## src/sv/yuv_color_adjust_top_assert.svh

```systemverilog
// ----------------------------------------------------------------------------
// yuv_color_adjust_top_assert.svh
// Assertion macros used by the YUV color adjust RTL.
// ----------------------------------------------------------------------------
`ifndef YUV_COLOR_ADJUST_TOP_ASSERT_SVH
`define YUV_COLOR_ADJUST_TOP_ASSERT_SVH

// Same-cycle implication, checked out of reset
`define YCA_ASSERT_SAME(label, clk, rst, ante, cons) \
   label: assert property (@(posedge clk) disable iff (rst) (ante) |-> (cons)) \
      else $error("yca assertion failed");

// Next-cycle implication, checked out of reset
`define YCA_ASSERT_NEXT(label, clk, rst, ante, cons) \
   label: assert property (@(posedge clk) disable iff (rst) (ante) |=> (cons)) \
      else $error("yca assertion failed");

`endif

```

## src/sv/yca_pkg.sv

```systemverilog
`timescale 1ns / 1ps
// ----------------------------------------------------------------------------
// yca_pkg
// Types, constants and helpers for the YUV color adjust block.
// ----------------------------------------------------------------------------
package yca_pkg;

   // Pixel format
   localparam int PIX_BITS    = 10;
   localparam int PIX_MID_INT = 1 << (PIX_BITS - 1);
   localparam int PIX_MAX_INT = (1 << PIX_BITS) - 1;

   // Width used for intermediate sums ahead of a clamp
   localparam int WIDE_BITS = 16;

   // Register file
   localparam int CSR_IDX_BITS  = 3;
   localparam int CSR_DATA_BITS = 11;

   localparam logic [CSR_IDX_BITS-1:0] CSR_EFFECT_ENABLE     = 3'd0;
   localparam logic [CSR_IDX_BITS-1:0] CSR_BRIGHTNESS_OFFSET = 3'd1;
   localparam logic [CSR_IDX_BITS-1:0] CSR_CONTRAST_GAIN     = 3'd2;
   localparam logic [CSR_IDX_BITS-1:0] CSR_SATURATION_GAIN   = 3'd3;
   localparam logic [CSR_IDX_BITS-1:0] CSR_HUE_COS           = 3'd4;
   localparam logic [CSR_IDX_BITS-1:0] CSR_HUE_SIN           = 3'd5;

   // Register reset values
   localparam logic [7:0] SAT_GAIN_RESET = 8'd128;
   localparam logic [7:0] HUE_COS_RESET  = 8'd255;

   typedef struct packed {
      logic [PIX_BITS-1:0] luma_in;
      logic [PIX_BITS-1:0] cb_in;
      logic [PIX_BITS-1:0] cr_in;
   } yca_req_type;

   typedef struct packed {
      logic [PIX_BITS-1:0] luma_out;
      logic [PIX_BITS-1:0] cb_out;
      logic [PIX_BITS-1:0] cr_out;
   } yca_rsp_type;

   // Saturate a signed value to 0..PIX_MAX
   function automatic logic [PIX_BITS-1:0] clamp_pix(input logic signed [WIDE_BITS-1:0] x);
      logic [PIX_BITS-1:0] r;
      if (x[WIDE_BITS-1]) begin
         r = '0;
      end else if (x > WIDE_BITS'(PIX_MAX_INT)) begin
         r = PIX_BITS'(PIX_MAX_INT);
      end else begin
         r = x[PIX_BITS-1:0];
      end
      return r;
   endfunction

   // Offset-binary sample to signed offset about mid scale (c - MID)
   function automatic logic signed [PIX_BITS-1:0] to_offset(input logic [PIX_BITS-1:0] c);
      return $signed({~c[PIX_BITS-1], c[PIX_BITS-2:0]});
   endfunction

endpackage

```

## src/sv/yuv_color_adjust_top.sv

```systemverilog
// A request taken on start appears on rsp_valid/rsp_data once it has passed all five register stages.
// Throughput: one pixel per clock; busy stays low, so start may be high every cycle.
// Five register stages all advance every cycle; the stage count sets the latency.
// Reset: synchronous, active high; clears all stage valid bits and loads the
// register defaults (effect off, saturation 128, hue cosine 255, others 0).
// csr_ready stays high; the result strobe cannot be held off by the receiver.
`timescale 1ns / 1ps
`include "yuv_color_adjust_top_assert.svh"
// ----------------------------------------------------------------------------
// yuv_color_adjust_top
// Brightness, contrast, saturation and hue adjustment of one YUV pixel per clock.
// ----------------------------------------------------------------------------
module yuv_color_adjust_top (
   input  logic                                 clock,
   input  logic                                 reset,
   // request channel
   input  logic                                 start,
   output logic                                 busy,
   input  yca_pkg::yca_req_type                 req_data,
   // result channel
   output logic                                 rsp_valid,
   output yca_pkg::yca_rsp_type                 rsp_data,
   // register write channel
   input  logic                                 csr_valid,
   output logic                                 csr_ready,
   input  logic [yca_pkg::CSR_IDX_BITS-1:0]     csr_index,
   input  logic [yca_pkg::CSR_DATA_BITS-1:0]    csr_wdata
);
   import yca_pkg::*;

   localparam int NUM_STAGES = 5;
   localparam logic signed [WIDE_BITS-1:0] MID_W   = WIDE_BITS'(PIX_MID_INT);
   localparam logic signed [11:0]          Y_PIVOT = 12'(PIX_MID_INT - 1);

   // ---------------------------------------------------------------------
   // Registers
   // ---------------------------------------------------------------------
   logic               enable_ff;
   logic signed [10:0] bright_ff;
   logic signed [8:0]  contrast_ff;
   logic [7:0]         sat_ff;
   logic [7:0]         hue_cos_ff;
   logic [7:0]         hue_sin_ff;

   logic csr_write;
   assign csr_ready = 1'b1;
   assign csr_write = csr_valid && csr_ready;

   always_ff @(posedge clock) begin
      if (reset) begin
         enable_ff   <= 1'b0;
         bright_ff   <= '0;
         contrast_ff <= '0;
         sat_ff      <= SAT_GAIN_RESET;
         hue_cos_ff  <= HUE_COS_RESET;
         hue_sin_ff  <= '0;
      end else if (csr_write) begin
         case (csr_index)
            CSR_EFFECT_ENABLE:     enable_ff   <= csr_wdata[0];
            CSR_BRIGHTNESS_OFFSET: bright_ff   <= $signed(csr_wdata[10:0]);
            CSR_CONTRAST_GAIN:     contrast_ff <= $signed(csr_wdata[8:0]);
            CSR_SATURATION_GAIN:   sat_ff      <= csr_wdata[7:0];
            CSR_HUE_COS:           hue_cos_ff  <= csr_wdata[7:0];
            CSR_HUE_SIN:           hue_sin_ff  <= csr_wdata[7:0];
            default: ;
         endcase
      end
   end

   // ---------------------------------------------------------------------
   // Handshake and valid pipeline
   // ---------------------------------------------------------------------
   logic                  req_take;
   logic [NUM_STAGES-1:0] vld_ff;
   logic [NUM_STAGES-1:0] vld_in;

   assign busy     = 1'b0;
   assign req_take = start && !busy;
   assign vld_in   = {vld_ff[NUM_STAGES-2:0], req_take};

   always_ff @(posedge clock) begin
      if (reset) begin
         vld_ff <= '0;
      end else begin
         vld_ff <= vld_in;
      end
   end

   // Raw pixel and per-request enable ride along for pass-through
   yca_req_type pix_ff [NUM_STAGES-1];
   logic        en_ff  [NUM_STAGES-1];

   always_ff @(posedge clock) begin
      pix_ff[0] <= req_data;
      en_ff[0]  <= enable_ff;
      for (int i = 1; i < NUM_STAGES - 1; i++) begin
         pix_ff[i] <= pix_ff[i-1];
         en_ff[i]  <= en_ff[i-1];
      end
   end

   // ---------------------------------------------------------------------
   // Stage 1: brightness with floor at zero, chroma to signed offsets
   // ---------------------------------------------------------------------
   logic signed [11:0]         y_sum;
   logic [10:0]                y1_in;
   logic [10:0]                y1_ff;
   logic signed [PIX_BITS-1:0] du1_ff;
   logic signed [PIX_BITS-1:0] dv1_ff;

   assign y_sum = $signed({2'b00, req_data.luma_in}) + 12'(bright_ff);
   assign y1_in = y_sum[11] ? '0 : y_sum[10:0];

   always_ff @(posedge clock) begin
      y1_ff  <= y1_in;
      du1_ff <= to_offset(req_data.cb_in);
      dv1_ff <= to_offset(req_data.cr_in);
   end

   // ---------------------------------------------------------------------
   // Stage 2: contrast and saturation products
   // ---------------------------------------------------------------------
   logic signed [11:0] dy;
   logic signed [8:0]  sat_s;
   logic signed [20:0] cprod_in;
   logic signed [18:0] su_in;
   logic signed [18:0] sv_in;
   logic signed [20:0] cprod_ff;
   logic signed [18:0] su_ff;
   logic signed [18:0] sv_ff;
   logic [10:0]        y2_ff;

   assign dy       = $signed({1'b0, y1_ff}) - Y_PIVOT;
   assign sat_s    = $signed({1'b0, sat_ff});
   assign cprod_in = dy * contrast_ff;
   assign su_in    = du1_ff * sat_s;
   assign sv_in    = dv1_ff * sat_s;

   always_ff @(posedge clock) begin
      cprod_ff <= cprod_in;
      su_ff    <= su_in;
      sv_ff    <= sv_in;
      y2_ff    <= y1_ff;
   end

   // ---------------------------------------------------------------------
   // Stage 3: finish luma, clamp scaled chroma
   // ---------------------------------------------------------------------
   logic signed [WIDE_BITS-1:0] y3_sum;
   logic signed [WIDE_BITS-1:0] u3_sum;
   logic signed [WIDE_BITS-1:0] v3_sum;
   logic [PIX_BITS-1:0]         y3_ff;
   logic signed [PIX_BITS-1:0]  du3_ff;
   logic signed [PIX_BITS-1:0]  dv3_ff;

   assign y3_sum = $signed({5'b0, y2_ff}) + WIDE_BITS'($signed(cprod_ff[20:7]));
   assign u3_sum = WIDE_BITS'($signed(su_ff[18:7])) + MID_W;
   assign v3_sum = WIDE_BITS'($signed(sv_ff[18:7])) + MID_W;

   always_ff @(posedge clock) begin
      y3_ff  <= clamp_pix(y3_sum);
      du3_ff <= to_offset(clamp_pix(u3_sum));
      dv3_ff <= to_offset(clamp_pix(v3_sum));
   end

   // ---------------------------------------------------------------------
   // Stage 4: hue mix products
   // ---------------------------------------------------------------------
   logic signed [8:0]  hc_s;
   logic signed [8:0]  hs_s;
   logic signed [17:0] uc_ff;
   logic signed [17:0] vs_ff;
   logic signed [17:0] vc_ff;
   logic signed [17:0] us_ff;
   logic [PIX_BITS-1:0] y4_ff;

   assign hc_s = $signed({1'b0, hue_cos_ff});
   assign hs_s = $signed({1'b0, hue_sin_ff});

   always_ff @(posedge clock) begin
      uc_ff <= du3_ff * hc_s;
      vs_ff <= dv3_ff * hs_s;
      vc_ff <= dv3_ff * hc_s;
      us_ff <= du3_ff * hs_s;
      y4_ff <= y3_ff;
   end

   // ---------------------------------------------------------------------
   // Stage 5: sum, shift, recenter, clamp; pass-through select
   // ---------------------------------------------------------------------
   logic signed [18:0]          u_mix;
   logic signed [18:0]          v_mix;
   logic signed [WIDE_BITS-1:0] u5_sum;
   logic signed [WIDE_BITS-1:0] v5_sum;
   yca_rsp_type                 adj_px;
   yca_rsp_type                 rsp_in;
   yca_rsp_type                 rsp_ff;
   yca_req_type                 raw_px;

   assign u_mix  = 19'(uc_ff) + 19'(vs_ff);
   assign v_mix  = 19'(vc_ff) + 19'(us_ff);
   assign u5_sum = WIDE_BITS'($signed(u_mix[18:8])) + MID_W;
   assign v5_sum = WIDE_BITS'($signed(v_mix[18:8])) + MID_W;
   assign raw_px = pix_ff[NUM_STAGES-2];

   always_comb begin
      adj_px.luma_out = y4_ff;
      adj_px.cb_out   = clamp_pix(u5_sum);
      adj_px.cr_out   = clamp_pix(v5_sum);
      if (en_ff[NUM_STAGES-2]) begin
         rsp_in = adj_px;
      end else begin
         rsp_in.luma_out = raw_px.luma_in;
         rsp_in.cb_out   = raw_px.cb_in;
         rsp_in.cr_out   = raw_px.cr_in;
      end
   end

   always_ff @(posedge clock) begin
      rsp_ff <= rsp_in;
   end

   assign rsp_valid = vld_ff[NUM_STAGES-1];
   assign rsp_data  = rsp_ff;

   // ---------------------------------------------------------------------
   // Assertions
   // ---------------------------------------------------------------------
   `YCA_ASSERT_SAME(a_rsp_from_req, clock, reset, rsp_valid, $past(req_take, 5))
   `YCA_ASSERT_SAME(a_bypass_exact, clock, reset, rsp_valid && !$past(enable_ff, 5), rsp_data.luma_out == $past(req_data.luma_in, 5) && rsp_data.cb_out == $past(req_data.cb_in, 5) && rsp_data.cr_out == $past(req_data.cr_in, 5))
   `YCA_ASSERT_NEXT(a_vld_mid_shift, clock, reset, vld_ff[1], vld_ff[2])

endmodule

```

## config.mk

```make
export PLATFORM = sky130hd
export DESIGN_NAME = yuv_color_adjust_top
export DESIGN_NICKNAME = d
export VERILOG_FILES = /design/src/sv/yca_pkg.sv /design/src/sv/yuv_color_adjust_top.sv
export VERILOG_INCLUDE_DIRS = /design/src /design/src/sv
export SDC_FILE = /design/constraint.sdc
export NUM_CORES = 2
export LEC_CHECK = 0
export CORE_ASPECT_RATIO = 0.8
export CORE_UTILIZATION = 53
export CTS_CLUSTER_DIAMETER = 80
export DETAILED_ROUTE_END_ITERATION = 12
export DONT_BUFFER_PORTS = 1
export MAX_ROUTING_LAYER = met4
export PLACE_DENSITY_LB_ADDON = 0.05
export SYNTH_ARGS = -nofsm -noshare
export SYNTH_HDL_FRONTEND = slang
export SYNTH_SLANG_ARGS = --single-unit
export TNS_END_PERCENT = 1
```

## constraint.sdc

```tcl
create_clock -name clock -period 10.57 [get_ports clock]
set_clock_uncertainty 0.15 [all_clocks]
set_input_delay 1.057 -clock clock [delete_from_list [all_inputs] [get_ports clock]]
set_output_delay 1.057 -clock clock [all_outputs]
set_load 0.01 [all_outputs]
```

==> metrics.md <==
| Metric | Value |
|---|---|
| Slowest-stage cell, CP | xnor2_1 |
| Hold Crit Depth | 0 |
| Worst Path Arrival | 7.12 ns |
| P&R area growth vs syn | 6.251% |
| Hpwl dp | 55190 µm |
| Mean Syn Cell Area | 9.677 µm² |
| Number of I/O port buffers | 0 |
| Nets | 4118 |
| CP Class | reg -> reg |
| Mapped Nets | 4165 |
| Max frequency | 147.6 MHz |
| Minimum clock period | 6.777 ns |
| Clock latency on the worst-skew pair | 0.58 ns |
| DRC viols | 0 |
| Critical-path cell list | ha_1 -> and3_1 -> nand3_1 -> xnor2_1 -> nand2_1 -> fa_1 -> inv_1 -> fa_1 -> fa_1 -> fa_1 -> fa_1 -> ha_1 -> o21a_1 -> o21ai_0 -> o31ai_4 -> a21oi_2 -> o21ai_2 -> o21a_2 -> nor2_1 -> xnor2_1 |
| Die H | 222.5 µm |
| Overall routed net length | 70440 µm |
| Hold Fails Final Rpt | 0 |
| # rows | 80 |
| Fraction of layout cells with a size suffix above 1 | 0.03503 |
| Synthesized instance count | 3330 |
| Via/cell ratio | 5.159 |
| Critical Path Sink Type | flip-flop |
| Antenna violations before repair | 12 |
| Post-CTS Hold Fix Bufs | 0 |
| Setup tns final | 0 ns |
| Core area | 59860 µm² |
| CTS tree | yes |
| Vias in the first global route | 22170 |
| Clock slew at reported path FFs | 0.06 ns |
| Slew HR | 0.2441 |
| Total area of sequential cells | 7569 µm² |
| Yosys reg bits | 378 |
| Clk sinks | 378 |
| CP Launch Type | flip-flop |
| Worst R2R Path Depth | 20 |
| I/O Pins | 81 |
| Outcome | completed |
| Main synth FF type | dfxtp_1 |
| Yosys warnings | 0 |
| Global-route wire length before repair | 116300 µm |
| Post_cts resized | 0 |
| TritonCTS Buffers | 41 |
| Crit path top cell by count | fa_1 |
| Worst slew pin tran | 1.125 ns |
| Max Slew Vio Count | 0 |
| Initial core utilization | 0.5384 |
| RD Place Congestion | 0.8785 |
| Seq/Total Area, Yosys | 0.2348 |
| CP delay by family, top | adder cells |
| Setup bufs post-CTS | 0 |
| Period utilisation layout | 0.6411 |
| Die area | 61800 µm² |
| DR WL/cell | 17.20 µm |
| Post-route ant nets | 0 |
| Fillers | 5354 |
| Clock tree buffer depth | 3 |
| Critical path depth | 20 |
| Reg2Reg Setup Slack | 3.79 ns |
| Via count | 21120 |
| Worst hold path type | reg -> reg |
| Library cells used by synthesis | 77 |
| Post-synth EDFFs | 0 |
| Iteration count of the initial detailed-routing pass | 6 |
| RSZ-0062 raised after global routing | false |
| Pin count of the biggest net entering global routing | 51 |
| Critical path's largest stage delay | 0.62 ns |
| Setup Viol. Count Final | 0 |
| 1st-iter DRT viols | 1231 |
| Post-synth ARST share | 0 |
| Required time of the critical path | 10.91 ns |
| Overall Global Routing Usage | 0.2453 |
| Die width | 277.7 µm |
| Maxcap violations | 0 |
| Global route overflow | 0 |
| CP Max Fanout | 12 |
| Clock Tree Root | clkbuf_16 |
| Buf/Inv on CP | 1 |
| Multi-input gate area | 21870 µm² |
| H-tree depth | 2 |
| Mapped cell area | 32220 µm² |
| Fin util | 0.5720 |
cell usage in the layout (no fill, tap or decap), types with 6 or more instances in the layout:
cell / Yosys / final
a21o_1: 24 / 24
clkbuf_1: 95 / 6
and2_1: 341 / 341
ha_1: 309 / 309
o21a_1: 30 / 30
clkbuf_16: 0 / 41
o21ai_0: 23 / 23
a31oi_1: 8 / 8
nand4_1: 13 / 13
buf_4: 2 / 10
inv_1: 641 / 641
xor2_1: 49 / 49
nand2_1: 340 / 340
and3_1: 9 / 9
nor2b_1: 39 / 39
o21bai_1: 10 / 10
nor2_1: 95 / 95
o21ai_1: 30 / 30
dfxtp_1: 378 / 377
xnor2_1: 110 / 110
mux2_2: 21 / 21
nor3_1: 23 / 23
fa_1: 478 / 478
nand2b_1: 14 / 14
a21oi_1: 113 / 113
a211o_1: 10 / 10
nand3_1: 27 / 27
per-layer routing:
layer	global-route usage	wire length [µm]	vias to the layer above
met3	0.03165	3654	81
met2	0.3651	30700	461
met5	-	0	-
met1	0.3572	34770	10490
li1	-	-	10090
met4	0.05382	1315	0
cell families after synthesis:
kind of cell | share of synthesized area
simple gates | 0.1473
fa+ha+maj | 0.4169
buf+inv | 0.08658
flops | 0.2348
compound gates | 0.06279
xor+xnor | 0.04372
mux | 0.007649
other cells | 0.0002331
worst reg2reg max path: stages (launching register included):
cell and delay, ns:
dfxtp_1 0.58, ha_1 0.29, and3_1 0.27, nand3_1 0.12
xnor2_1 0.62, nand2_1 0.18, fa_1 0.57, inv_1 0.05
fa_1 0.48, fa_1 0.57, fa_1 0.43, fa_1 0.38
ha_1 0.35, o21a_1 0.19, o21ai_0 0.51, o31ai_4 0.16
a21oi_2 0.26, o21ai_2 0.11, o21a_2 0.21, nor2_1 0.11
xnor2_1 0.12
cell usage after synthesis (all sizes together) (3+ instances only):
cell type    n  share of area
inv        641          0.075
fa         478           0.30
dfxtp      378           0.23
and2       341          0.066
nand2      340          0.040
ha         309           0.12
a21oi      116          0.018
xnor2      111          0.030
clkbuf      95          0.011
nor2        95          0.011
o21ai       54         0.0085
xor2        49          0.013
nor2b       39         0.0076
o21a        31         0.0073
nand3       27         0.0042
a21o        24         0.0056
nor3        24         0.0039
mux2        21         0.0073
nand2b      14         0.0027
nand4       13         0.0025
a211o       10         0.0027
o21bai      10         0.0023
and3         9         0.0017
a21boi       8         0.0019
a31oi        8         0.0016
or3          6         0.0013
a211oi       5         0.0013
a22oi        5         0.0012
and4b        5         0.0016
buf          5        0.00085
and2b        4        0.00093
o41ai        4         0.0013
a2111oi      3         0.0020
a41oi        3        0.00082
nand3b       3        0.00070
nor4         3        0.00097
o2111ai      3        0.00082
o221ai       3        0.00082
o22ai        3        0.00058
o31ai        3         0.0016
or2          3        0.00058
state kept, by name, summed over array words and instances, names as in the netlist, 11 cells and up:
signal     cells
vc_ff         18
y1_ff         11
su_ff         12
rsp_data      30
bright_ff     11
uc_ff         18
sv_ff         12
pix_ff       102
y2_ff         11
us_ff         18
cprod_ff      14
vs_ff         18
worst paths after layout:
path,startpoint,to
worst max-delay path,y1_ff[0]$_SDFF_PP0_,cprod_ff[20]$_DFF_P_
worst min-delay path,pix_ff[1][9]$_DFF_P_,pix_ff[2][9]$_DFF_P_
worst min register to register,pix_ff[1][9]$_DFF_P_,pix_ff[2][9]$_DFF_P_
worst max register to register,y1_ff[0]$_SDFF_PP0_,cprod_ff[20]$_DFF_P_
layout make-up:
cell class | count | share of cell area
diodes | 4 | 0.0002923
well taps | 779 | 0.02847
clock inverters | 20 | 0.006834
multi-input cells | 2211 | 0.6387
inverters | 641 | 0.07027
clock buffers | 51 | 0.03223
flip-flops and latches | 378 | 0.2210
repair buffers | 10 | 0.002193
through the flow:
| stage | hold WS (ns) | area (µm²) | setup slack (ns) | cells |
|---|---|---|---|---|
| 3_3_place_gp | 0.1597 | 32890 | 4.010 | 4019 |
| 6_report | 0.1629 | 34240 | 3.793 | 4094 |
| 4_1_cts | 0.1572 | 34230 | 3.849 | 4090 |
| 5_1_grt | 0.1720 | 34240 | 3.455 | 4093 |
| 3_5_place_dp | 0.1621 | 32890 | 3.899 | 4019 |
| 2_1_floorplan | 0.1596 | 32220 | 4.716 | 3330 |
Power is not shown: default switching activity piles up to over one toggle a cycle in this logic, so the estimate is an artifact.
